==> src/sv/assert_macros.svh <==
// ----------------------------------------------------------------------------
// Assertion macros
// Clocked concurrent assertion shorthands shared by the blur RTL. Each macro
// expects clk_i and the active-low reset rst_ni to be in scope.
// ----------------------------------------------------------------------------
`ifndef ASSERT_MACROS_SVH
`define ASSERT_MACROS_SVH

// Property must hold at every clock edge outside reset.
`define ASSERT_PROP(label, prop, msg) \
  label: assert property (@(posedge clk_i) disable iff (!rst_ni) (prop)) else $error(msg);

// Condition must never be true at a clock edge outside reset.
`define ASSERT_NEVER(label, cond, msg) \
  `ASSERT_PROP(label, !(cond), msg)

`endif

==> src/sv/bblur_ram.sv <==
// ----------------------------------------------------------------------------
// bblur_ram
// Generic single-clock RAM: one write port, one read port, registered read.
// ----------------------------------------------------------------------------
module bblur_ram #(
  parameter int WIDTH = 48,
  parameter int DEPTH = 32,
  localparam int AW = (DEPTH > 1) ? $clog2(DEPTH) : 1
) (
  input  logic             clk_i,
  input  logic             we_i,
  input  logic [AW-1:0]    waddr_i,
  input  logic [WIDTH-1:0] wdata_i,
  input  logic             re_i,
  input  logic [AW-1:0]    raddr_i,
  output logic [WIDTH-1:0] rdata_o
);

  logic [WIDTH-1:0] mem_q [DEPTH];
  logic [WIDTH-1:0] rdata_q;

  // Write, and hold read data until the next read
  always_ff @(posedge clk_i) begin
    if (we_i) begin
      mem_q[waddr_i] <= wdata_i;
    end
    if (re_i) begin
      rdata_q <= mem_q[raddr_i];
    end
  end

  assign rdata_o = rdata_q;

endmodule

==> config.mk <==
export PLATFORM = sky130hd
export DESIGN_NAME = bblur_ram
export DESIGN_NICKNAME = d
export VERILOG_FILES = /design/src/sv/assert_macros.svh /design/src/sv/bblur_ram.sv
export SDC_FILE = /design/constraint.sdc
export NUM_CORES = 1
export LEC_CHECK = 0
export BUFFER_PORTS_ARGS = -buffer_cell sky130_fd_sc_hd__buf_2
export CAP_MARGIN = 20
export CORE_MARGIN = 3
export CORE_UTILIZATION = 40
export DETAILED_ROUTE_END_ITERATION = 7
export GPL_TIMING_DRIVEN = 0
export PLACE_DENSITY_LB_ADDON = 0.1
export SLEW_MARGIN = 20
export SYNTH_ARGS = -nofsm -noshare
export SYNTH_HDL_FRONTEND = slang
export SYNTH_SLANG_ARGS = --single-unit
==> constraint.sdc <==
create_clock -name clk_i -period 8.4 [get_ports clk_i]
set_input_delay 0.42 -clock clk_i [delete_from_list [all_inputs] [get_ports clk_i]]
set_output_delay 0.42 -clock clk_i [all_outputs]
set_load 0.03 [all_outputs]
==> flow_metrics.py <==
metrics = {
    "yosys": {
        "syn_inst": 3364,
        "synth_area_sq_um": 61200,
        "ys_ff_latch": 1584,
        "syn-num-nets": 3425,
        "avgSynthCellArea_sq_um": 18.2,
        "yosys_warnings": 0,
        "ys_types": 25,
        "yosysSeqAreaShare": 0.777,
    },
    "clocking": {
        "clock_latency_ns": 0.79,
        "h-tree-depth": 4,
        "cts_tree": "yes",
        "cts.sinks": 1584,
        "cts_buffers": 166,
        "cts_root_buffer": "clkbuf_16",
        "cts-hold-fix-buffers": 0,
        "cts_setup_buffers": 0,
        "clockBufferDepth": 3,
        "cts_resized": 0,
        "path_clk_slew_ns": 0.06,
    },
    "route": {
        "wl_mm": 162,
        "drt_iter0_drc": 2534,
        "drc": 0,
        "via_per_inst": 5.35,
        "first_pass_iters": 6,
        "wl_per_cell_um": 27.5,
        "final_antenna_net_count": 0,
        "vias": 31500,
    },
    "setup_path": {
        "critPathMostFrequentCell": "buf_2",
        "crit-reg2reg-launch": "mem_q[7][20]",
        "required_ns": 8.86,
        "slowest_stage": "buf_2",
        "cpLargestDelayFamily": "buffers and inverters",
        "crit_type": "input port to register",
        "cp_slowest_stage_delay_ns": 0.74,
        "startpoint": "raddr_i[2]",
        "path_cells": "buf_2 > nor2b_1 > buf_2 > buf_2 > buf_2 > a21oi_1 > nand3_1 > nand3_1",
        "start_kind": "input port",
        "crit_fanout": 10,
        "crit_buf_inv": 4,
        "crit_path_end_kind": "register",
        "arrival_ns": 2.90,
    },
    "layout": {
        "area_growth_pct": 17.0,
        "design_area_sq_um": 71600,
        "final_cells": 5880,
        "drive_gt1_frac": 0.151,
        "fillers": 12700,
        "final_nets": 3785,
    },
    "timing": {
        "post-route-period-util": 0.291,
        "max_freq_mhz": 409,
        "fin_setup_tns_ns": 0,
        "skew_ns": 0.0172,
        "fin_crit_ns": 2.44,
        "whs_ns": 0.0954,
        "setup_viol": 0,
        "hold_viol": 0,
        "drv_slew": 0,
        "worst_pin_slew_ns": 1.06,
        "setup_ws_ns": 5.96,
        "slew_headroom": 0.292,
        "rsz0062_at_grt": "false",
    },
    "power_and_ir_drop": {
        "leakagePower_nw": 24.9,
        "power_density_nw_per_um2": 235,
        "ir_worst_vdd_v": 0.000209,
    },
    "run": {
        "maxCapViolations": 0,
    },
    "place": {
        "dp_slack_ns": 5.10,
        "dpl-instance-area_sq_um": 66400,
        "routabilityCongestion": 0.742,
        "dpl.cell_count": 5572,
        "portBuffers": 107,
        "hpwl_mm": 111,
    },
    "global_route": {
        "grtUsageMet2": 0.329,
        "antenna_found_initial": 11,
        "grt_max_degree": 33,
        "use_met1": 0.291,
        "overflow": 0,
        "grt_pass1_wl_mm": 230,
        "use_met3": 0.0365,
        "grt.total_usage": 0.204,
        "top_usage_layer": "met2",
        "grt_pass1_vias": 31600,
    },
    "hold_path": {
        "hp-class": "input port to register",
        "holdCritStartpoint": "re_i",
    },
    "floorplan": {
        "num_rows": 142,
        "dieArea_sq_um": 158000,
        "die_w_um": 397,
        "start_util": 0.406,
        "die_h_um": 397,
        "ioPinCount": 109,
        "coreArea_sq_um": 151000,
    },
    "status": {
        "status": "complete, no violations",
    },
}
worst register-to-register path, cell delays in order, from the launching register on:
cell and delay [ns]:
edfxtp_1 0.36, mux2i_1 0.19, a22o_1 0.17, nor3_1 0.08, a31oi_1 0.41, nand3_1 0.19
worst paths after layout:
path | endpoint | slack, ns | cells after the start
setup / recovery | rdata_o[18] | 5.96 | 8
hold / removal | rdata_o[36] | 0.1 | 1
setup reg to reg | rdata_o[20] | 6.70 | 5
hold reg to reg | rdata_o[39] | 0.69 | 4
per-stage QoR:
stage                util  total power [mW]
floorplan               -              9.52
global placement    0.426              9.94
detailed placement  0.440              9.97
CTS                 0.475              17.0
global route        0.475              17.4
finish              0.475              16.9
synthesized netlist by cell type:
cell / n / share of area
edfxtp_1: 1584 / 0.78
mux2i_1: 768 / 0.13
nand2_1: 146 / 0.0090
nand3_1: 146 / 0.012
a21oi_1: 144 / 0.012
a22oi_1: 144 / 0.018
a22o_1: 96 / 0.014
clkbuf_1: 59 / 0.0036
a31oi_1: 48 / 0.0049
nor3_1: 48 / 0.0039
buf_2: 42 / 0.0034
buf_6: 42 / 0.0077
buf_4: 38 / 0.0047
nor2_1: 34 / 0.0021
buf_1: 7 / 0.00043
nand3b_1: 5 / 0.00061
or3b_2: 3 / 0.00043
buf_8: 2 / 0.00049
nand2b_1: 2 / 0.00020
and2_1: 1 / 0.00010
and2b_1: 1 / 0.00012
clkbuf_4: 1 / 0.00012
nor2b_1: 1 / 0.00010
or2_2: 1 / 0.00010
or3_1: 1 / 0.00010
layout make-up:
class,count,area [sq um],area share
Tap cell,2016,2520,0.0352
Sequential cell,1584,47600,0.664
Timing Repair Buffer,192,2450,0.0342
Clock inverter,92,758,0.0106
Antenna cell,2,5.00,0.0000699
Clock buffer,214,4440,0.0620
Buffer,191,1260,0.0176
Multi-Input combinational cell,1589,12600,0.176
flip-flops by register name, indices dropped and copies added (netlist names):
name	cells
mem_q	1536
rdata_o	48
power by group:
| part | total, mW | switching, mW | leakage [nW] | internal, mW |
|---|---|---|---|---|
| logic | 0.942 | 0.653 | 8.02 | 0.290 |
| clock network | 7.07 | 3.00 | 2.55 | 4.07 |
| registers | 8.85 | 0.0233 | 14.3 | 8.82 |
| total | 16.9 | 3.68 | 24.9 | 13.2 |
cells by family (layout without fill, tap and decap cells):
kind of cell / count (synthesis) / in the layout / synth area share
buf+inv: 191 / 689 / 0.0205
mux: 768 / 768 / 0.126
flops: 1584 / 1584 / 0.777
simple gates: 389 / 389 / 0.0287
compound gates: 432 / 432 / 0.0481
other cells: 0 / 2 / 0
layer usage:
layer  vias up  wire length [um]
li1      14200                 -
met1     16300             74000
met2       783             76500
met3       185              8590
met4         0              2770
met5         -                 0
placed cells by master (no fill, tap or decap), types with 2 or more instances in the layout:
master / count
edfxtp_1: 1584
mux2i_1: 768
clkbuf_16: 171
buf_2: 148
nand2_1: 146
nand3_1: 146
a22oi_1: 144
a21oi_1: 144
clkbuf_1: 98
a22o_1: 96
buf_12: 57
nor3_1: 48
a31oi_1: 48
buf_6: 42
buf_4: 39
clkinv_1: 37
nor2_4: 32
clkinv_2: 32
buf_16: 28
bufinv_16: 11
buf_1: 7
inv_6: 6
nand3b_1: 5
clkbuf_2: 4
or3b_2: 3
diode_2: 2
nor2_1: 2
buf_8: 2
nand2b_1: 2
clkinv_8: 2
clkinvlp_4: 2
No activity file was read; power rests on OpenSTA's default activity.
