File: config.mk
export PLATFORM = sky130hd
export DESIGN_NAME = bblur_mean
export DESIGN_NICKNAME = d
export VERILOG_FILES = /design/src/sv/bblur_pkg.sv /design/src/sv/bblur_mean.sv
export VERILOG_INCLUDE_DIRS = /design/src /design/src/sv
export SDC_FILE = /design/constraint.sdc
export NUM_CORES = 2
export LEC_CHECK = 0
export ABC_AREA = 0
export ABC_CLOCK_PERIOD_IN_PS = 9400
export BUFFER_PORTS_ARGS = -buffer_cell sky130_fd_sc_hd__buf_2
export CORE_MARGIN = 2
export CORE_UTILIZATION = 50
export CTS_CLUSTER_SIZE = 14
export DETAILED_ROUTE_END_ITERATION = 7
export GPL_TIMING_DRIVEN = 0
export PLACE_DENSITY = 0.66
export SLEW_MARGIN = 25
export SYNTH_ARGS = -nofsm -noshare
export SYNTH_HDL_FRONTEND = slang
export SYNTH_SLANG_ARGS = --single-unit
export TNS_END_PERCENT = 30
File: constraint.sdc
create_clock -name clk_i -period 9.4 [get_ports clk_i]
set_input_delay 0.47 -clock clk_i [delete_from_list [all_inputs] [get_ports clk_i]]
set_output_delay 0.47 -clock clk_i [all_outputs]
set_load 0.02 [all_outputs]
File: src/sv/assert_macros.svh
// ----------------------------------------------------------------------------
// Assertion macros
// Clocked concurrent assertion shorthands shared by the blur RTL. Each macro
// expects clk_i and the active-low reset rst_ni to be in scope.
// ----------------------------------------------------------------------------
`ifndef ASSERT_MACROS_SVH
`define ASSERT_MACROS_SVH

// Property must hold at every clock edge outside reset.
`define ASSERT_PROP(label, prop, msg) \
  label: assert property (@(posedge clk_i) disable iff (!rst_ni) (prop)) else $error(msg);

// Condition must never be true at a clock edge outside reset.
`define ASSERT_NEVER(label, cond, msg) \
  `ASSERT_PROP(label, !(cond), msg)

`endif

File: src/sv/bblur_pkg.sv
// ----------------------------------------------------------------------------
// bblur_pkg
// Types, widths and arithmetic helpers for the 3x3 edge-aware box blur.
// ----------------------------------------------------------------------------
package bblur_pkg;

  // Default line-buffer depth (largest image side)
  localparam int MAX_SIDE_DEF = 32;

  localparam int CH_W        = 16;
  localparam int SIDE_W      = 6;
  localparam logic [SIDE_W-1:0] SIDE_RESET = 6'd32;
  // One column of up to three pixels, and up to three columns
  localparam int COL_W       = 18;
  localparam int SUM_W       = 20;
  localparam int NUM_W       = 4;
  // Reciprocal multiply: floor(x / d) = (x * ceil(2^23 / d)) >> 23 for x < 2^20
  localparam int RECIP_W     = 24;
  localparam int RECIP_SHIFT = 23;

  typedef struct packed {
    logic [CH_W-1:0] red;
    logic [CH_W-1:0] green;
    logic [CH_W-1:0] blue;
  } pixel_t;

  typedef struct packed {
    logic [COL_W-1:0] red;
    logic [COL_W-1:0] green;
    logic [COL_W-1:0] blue;
  } colsum_t;

  typedef struct packed {
    logic [SUM_W-1:0] red;
    logic [SUM_W-1:0] green;
    logic [SUM_W-1:0] blue;
  } sum_t;

  // One neighbourhood sum on its way to the divider
  typedef struct packed {
    sum_t             sum;
    logic [NUM_W-1:0] num;
    logic             last;
  } acc_t;

  typedef enum logic [2:0] {
    S_IDLE,
    S_READ,
    S_LAST,
    S_FLOAD,
    S_FLUSH
  } state_e;

  // Sum one window column, each of the three pixels gated by its enable
  function automatic colsum_t col_sum(pixel_t top, logic use_top, pixel_t mid, logic use_mid,
                                      pixel_t bot, logic use_bot);
    colsum_t s;
    s.red   = (use_top ? COL_W'(top.red)   : '0) + (use_mid ? COL_W'(mid.red)   : '0)
            + (use_bot ? COL_W'(bot.red)   : '0);
    s.green = (use_top ? COL_W'(top.green) : '0) + (use_mid ? COL_W'(mid.green) : '0)
            + (use_bot ? COL_W'(bot.green) : '0);
    s.blue  = (use_top ? COL_W'(top.blue)  : '0) + (use_mid ? COL_W'(mid.blue)  : '0)
            + (use_bot ? COL_W'(bot.blue)  : '0);
    return s;
  endfunction

  // Sum up to three column sums, each gated by its enable
  function automatic sum_t add_cols(colsum_t x, logic use_x, colsum_t y, logic use_y,
                                    colsum_t z, logic use_z);
    sum_t s;
    s.red   = (use_x ? SUM_W'(x.red)   : '0) + (use_y ? SUM_W'(y.red)   : '0)
            + (use_z ? SUM_W'(z.red)   : '0);
    s.green = (use_x ? SUM_W'(x.green) : '0) + (use_y ? SUM_W'(y.green) : '0)
            + (use_z ? SUM_W'(z.green) : '0);
    s.blue  = (use_x ? SUM_W'(x.blue)  : '0) + (use_y ? SUM_W'(y.blue)  : '0)
            + (use_z ? SUM_W'(z.blue)  : '0);
    return s;
  endfunction

  // Number of pixels in a rows x cols neighbourhood
  function automatic logic [NUM_W-1:0] cell_count(logic [1:0] rows, logic [1:0] cols);
    return NUM_W'(rows) * NUM_W'(cols);
  endfunction

  // ceil(2^23 / num); a count of zero or above nine divides by one
  function automatic logic [RECIP_W-1:0] recip_of(logic [NUM_W-1:0] num);
    logic [RECIP_W-1:0] m;
    case (num)
      4'd2:    m = 24'd4194304;
      4'd3:    m = 24'd2796203;
      4'd4:    m = 24'd2097152;
      4'd5:    m = 24'd1677722;
      4'd6:    m = 24'd1398102;
      4'd7:    m = 24'd1198373;
      4'd8:    m = 24'd1048576;
      4'd9:    m = 24'd932068;
      default: m = 24'd8388608;
    endcase
    return m;
  endfunction

endpackage

File: src/sv/bblur_mean.sv
// ----------------------------------------------------------------------------
// bblur_mean
// Sum register, reciprocal-multiply divider and output register for results.
// ----------------------------------------------------------------------------
module bblur_mean (
  input  logic                        clk_i,
  input  logic                        rst_ni,
  input  logic                        acc_valid_i,
  input  bblur_pkg::acc_t             acc_i,
  output logic                        acc_ready_o,
  output logic                        out_valid_o,
  input  logic                        out_stall_i,
  output logic [bblur_pkg::CH_W-1:0]  out_red_o,
  output logic [bblur_pkg::CH_W-1:0]  out_green_o,
  output logic [bblur_pkg::CH_W-1:0]  out_blue_o,
  output logic                        frame_end_o
);

  import bblur_pkg::*;

  `include "assert_macros.svh"

  localparam int PROD_W = SUM_W + RECIP_W;

  logic              sum_valid_q;
  acc_t              sum_q;
  logic              out_valid_q;
  logic [CH_W-1:0]   red_q;
  logic [CH_W-1:0]   green_q;
  logic [CH_W-1:0]   blue_q;
  logic              last_q;
  logic              advance;
  logic [RECIP_W-1:0] recip;
  logic [PROD_W-1:0] prod_red;
  logic [PROD_W-1:0] prod_green;
  logic [PROD_W-1:0] prod_blue;

  // Quotient check: q * num <= sum < (q + 1) * num
  function automatic logic q_ok(logic [SUM_W-1:0] sum, logic [CH_W-1:0] q,
                                logic [NUM_W-1:0] num);
    logic [SUM_W-1:0] lo;
    lo = SUM_W'(q) * SUM_W'(num);
    return (lo <= sum) && ((sum - lo) < SUM_W'(num));
  endfunction

  // Advance when the output register is empty or being taken
  assign advance     = !out_valid_q || !out_stall_i;
  assign acc_ready_o = !sum_valid_q || advance;

  // Divide by the neighbour count through its reciprocal
  assign recip      = recip_of(sum_q.num);
  assign prod_red   = PROD_W'(sum_q.sum.red)   * PROD_W'(recip);
  assign prod_green = PROD_W'(sum_q.sum.green) * PROD_W'(recip);
  assign prod_blue  = PROD_W'(sum_q.sum.blue)  * PROD_W'(recip);

  // Stage valids
  always_ff @(posedge clk_i or negedge rst_ni) begin
    if (!rst_ni) begin
      sum_valid_q <= 1'b0;
      out_valid_q <= 1'b0;
    end else begin
      if (advance) begin
        out_valid_q <= sum_valid_q;
      end
      if (acc_ready_o) begin
        sum_valid_q <= acc_valid_i;
      end
    end
  end

  // Stage payloads
  always_ff @(posedge clk_i) begin
    if (acc_ready_o && acc_valid_i) begin
      sum_q <= acc_i;
    end
    if (advance && sum_valid_q) begin
      red_q   <= prod_red[RECIP_SHIFT +: CH_W];
      green_q <= prod_green[RECIP_SHIFT +: CH_W];
      blue_q  <= prod_blue[RECIP_SHIFT +: CH_W];
      last_q  <= sum_q.last;
    end
  end

  assign out_valid_o = out_valid_q;
  assign out_red_o   = red_q;
  assign out_green_o = green_q;
  assign out_blue_o  = blue_q;
  assign frame_end_o = last_q;

  `ASSERT_PROP(a_quotient_exact, (advance && sum_valid_q) |=> (q_ok($past(sum_q.sum.red), out_red_o, $past(sum_q.num)) && q_ok($past(sum_q.sum.green), out_green_o, $past(sum_q.num)) && q_ok($past(sum_q.sum.blue), out_blue_o, $past(sum_q.num))), "divider quotient off")

endmodule

==> impl_results.md <==
- Initial Util: 50.3%
- DR iter-0 viols: 2,801
- Die X-Extent: 302 um
- Max Fclk: 109 MHz
- Clk Latency, worst-skew pair: 0.54 ns
- Top delay family on crit path: adder cells
- Slew of the pin with the lowest slew margin: 1.24 ns
- Synth Cell Area: 0.0443 sq mm
- CTS root buf: clkbuf_16
- Synth Flop Type: edfxtp_1
- Final critical-path share of the clock period: 97.3%
- DR vias: 32,800
- Via density: 5.48
- Post-synth EDFFs: 114
- Worst path max stage delay: 0.91 ns
- Die H: 302 um
- TritonRoute pass-1 iters: 6
- Worst path cell trace: clkbuf_1 > clkbuf_1 > nand2_1 > fa_1 > fa_1 > inv_1 > fa_1 > fa_1 > fa_1 > fa_1 > inv_1 > fa_1 > inv_1 > ha_1 > o21a_1 > o21ai_0 > a31oi_1 > nor4_2 > a211oi_2 > o41a_4 > nor4_1 > nor3_2
- RePlAce Congestion: 1.02
- Post-Syn Instances: 4,635
- # Post-CTS Setup Buffers: 0
- Initial antenna violation count: 18
- Critical Path End Type: register
- Synth top area share: 49.5%
- Warnings from Yosys: 0
- Global-route wire length before repair: 229 mm
- Slew Viols, Final: 0
- Final wirelength: 154 mm
- Clk buf depth: 2
- Area leader, netlist: fa_1
- Port buffer count: 119
- Slew headroom: 17.2%
- # Max-Cap Violations: 0
- DP Worst Slack: 0.152 ns
- HPWL after DPL: 123 mm
- Synthesized net count: 6,166
- Site row count: 109
- Status: finished, final reports clean
- Drt drc: 0
- # setup viols final: 0
- Crit-path max FO: 10
- IO Count: 120
- Commonest non-fill, non-tap cell in the layout: inv_1
- Hold Violations, Final: 0
- Post-CTS sizing: 0
- Core Region: 0.0881 sq mm
- Register area share after synthesis: 8.70%
- Hold Path Class: in -> reg
- Max rail drop VDD: 0.000418 V
- Commonest cells after routing, fill and taps aside: inv_1, fa_1, nand2_1, and2_1, ha_1
- Total gr overflow: 0
- Layout Skew: 0.0257 ns
- Average cell area after synthesis: 9.55 sq um
- Die area: 0.0910 sq mm
- CP bufs+invs: 5
- Worst EP required: 9.66 ns
- Fin worst setup slack: 0.251 ns
- FFs w/ async S/R, synth: 1.48%
- Static leakage: 24.7 nW
- Post-layout min period: 9.15 ns
- WS Path Type: reg -> reg
- Largest net degree at the start of global routing: 47
- Cell mode on critical path: fa_1
- Cell at the slowest stage of the critical path: clkbuf_1
- Number of global-route vias before repair: 35,200
- Final #Nets: 6,312
- Unique cell type count in the Yosys netlist: 67
- Total negative slack: 0 ns
- Placed Area: 0.0466 sq mm
- Unrepaired setup endpoints after global routing: no
- Total CTS buffers: 17
- Power per cell area: 268 mW/mm^2
- Antenna Nets Post-Route: 0
- CP startpoint kind: register
- Layout cell share with drive strength beyond 1: 4.78%
- Total track usage: 35.7%
- Synth Register Bits: 135
- Area delta synth->final: 6.67%
- CTS tree: done
- Sink Count: 135
- Design Area, Final: 0.0472 sq mm
- WL per Instance: 25.8 um
- Level count of the clock H-tree: 4
- Clock-pin slew on the worst setup and hold paths: 0.09 ns
- Crit path DAT: 9.41 ns
- Main area contributors after synthesis: fa_1, inv_1, ha_1
routing by layer:
metal / part of all wire, % / GRT usage (%) / wire (um) / vias to the layer above
met1: 36 / 43.9 / 55400 / 16600
met3: 12 / 12.2 / 18900 / 557
met5: 0.10 / 0 / 155 / -
met2: 44 / 54.2 / 67900 / 1979
met4: 7.6 / 22.2 / 11700 / 22
li1: - / - / - / 13600
registers in the layout, indices dropped and copies added (netlist names):
register / cells
out_green_o: 16
out_red_o: 16
out_valid_o: 1
frame_end_o: 1
recip: 19
out_blue_o: 16
sum_valid_q: 1
sum_q: 65
worst reg2reg max path, stage by stage, from the launching register on:
cell and delay (ns):
dfxtp_1 0.48, clkbuf_1 0.87, clkbuf_1 0.91, nand2_1 0.20, fa_1 0.64, fa_1 0.57, inv_1 0.05, fa_1 0.51
fa_1 0.62, fa_1 0.47, fa_1 0.49, inv_1 0.05, fa_1 0.47, inv_1 0.04, ha_1 0.34, o21a_1 0.22
o21ai_0 0.26, a31oi_1 0.16, nor4_2 0.57, a211oi_2 0.24, o41a_4 0.42, nor4_1 0.23, nor3_2 0.07
cells by family after synthesis:
logic type | after synthesis | share of synthesized area, %
AO/OA/AOI/OAI | 171 | 2.69
XOR/XNOR | 81 | 1.60
adder cells (fa/ha/maj) | 1462 | 59.9
buffers and inverters | 1527 | 13.0
flip-flops | 135 | 8.70
multiplexers | 4 | 0.0904
AND/OR/NAND/NOR | 1255 | 14.1
per-stage QoR:
stage / power (mW) / hold slack, ns / std cells / utilization [%]
after global placement: 11.6 / 0.256 / 5919 / 52.6
final: 12.6 / 0.0963 / 5975 / 53.6
after global routing: 14.1 / 0.0941 / 5962 / 53.6
after floorplan: 8.68 / 0.174 / 4635 / -
after CTS: 12.6 / 0.0695 / 5959 / 53.6
after detailed placement: 11.7 / 0.258 / 5926 / 52.8
where the power goes:
group          switching, mW  internal, mW  leakage [nW]
Sequential            0.0890          1.09          1.27
Clock                  0.360         0.424         0.302
Combinational           6.33          4.34          23.1
Total                   6.78          5.86          24.7
path summary, 6_finish.rpt:
path                       slack (ns)  cells after the start              end      start
max                              0.25                     22  out_green_o[15]  recip[19]
min                               0.1                      1        sum_q[31]  acc_i[31]
max reg2reg                      0.25                     22  out_green_o[15]  recip[19]
min reg2reg                      0.50                      0      frame_end_o   sum_q[0]
max in group asynchronous        9.07                      2      sum_valid_q     rst_ni
min in group asynchronous        0.24                      2      out_valid_o     rst_ni
Yosys cell counts (all sizes together) (2+ instances only):
cell type	n
and4	6
and2	524
nor4	3
mux2i	4
dfrtp	2
xnor2	52
clkbuf	197
o21a	9
o2111ai	4
nor2	29
a211oi	8
a41oi	2
o211ai	5
o31a	2
o21bai	9
a2111oi	4
nor3	11
dfxtp	19
a22oi	2
or3	3
a21boi	3
a31oi	4
a21o	20
nand3	25
edfxtp	114
nor2b	13
fa	1095
and3	4
nand2b	7
nand4	6
a21oi	51
inv	1325
ha	367
nand2	620
a211o	2
xor2	29
buf	5
o21ai	35
area by class of cell:
| cell class | instances | area (sq um) |
|---|---|---|
| Timing Repair Buffer | 127 | 766 |
| Buffer | 202 | 820 |
| Clock buffer | 18 | 429 |
| Sequential cell | 135 | 3850 |
| Fill cell | 8185 | 40900 |
| Tap cell | 1165 | 1460 |
| Clock inverter | 14 | 191 |
| Inverter | 1325 | 4980 |
| Antenna cell | 16 | 40.0 |
| Multi-Input combinational cell | 2973 | 34700 |
what timing repair did:
item / 4_1_cts / 5_1_grt
hold buffers: 1 / 0
endpoints found under the hold margin: 2 / 0
setup endpoints to repair: 0 / 0
Power figures use the tool's default switching activity.
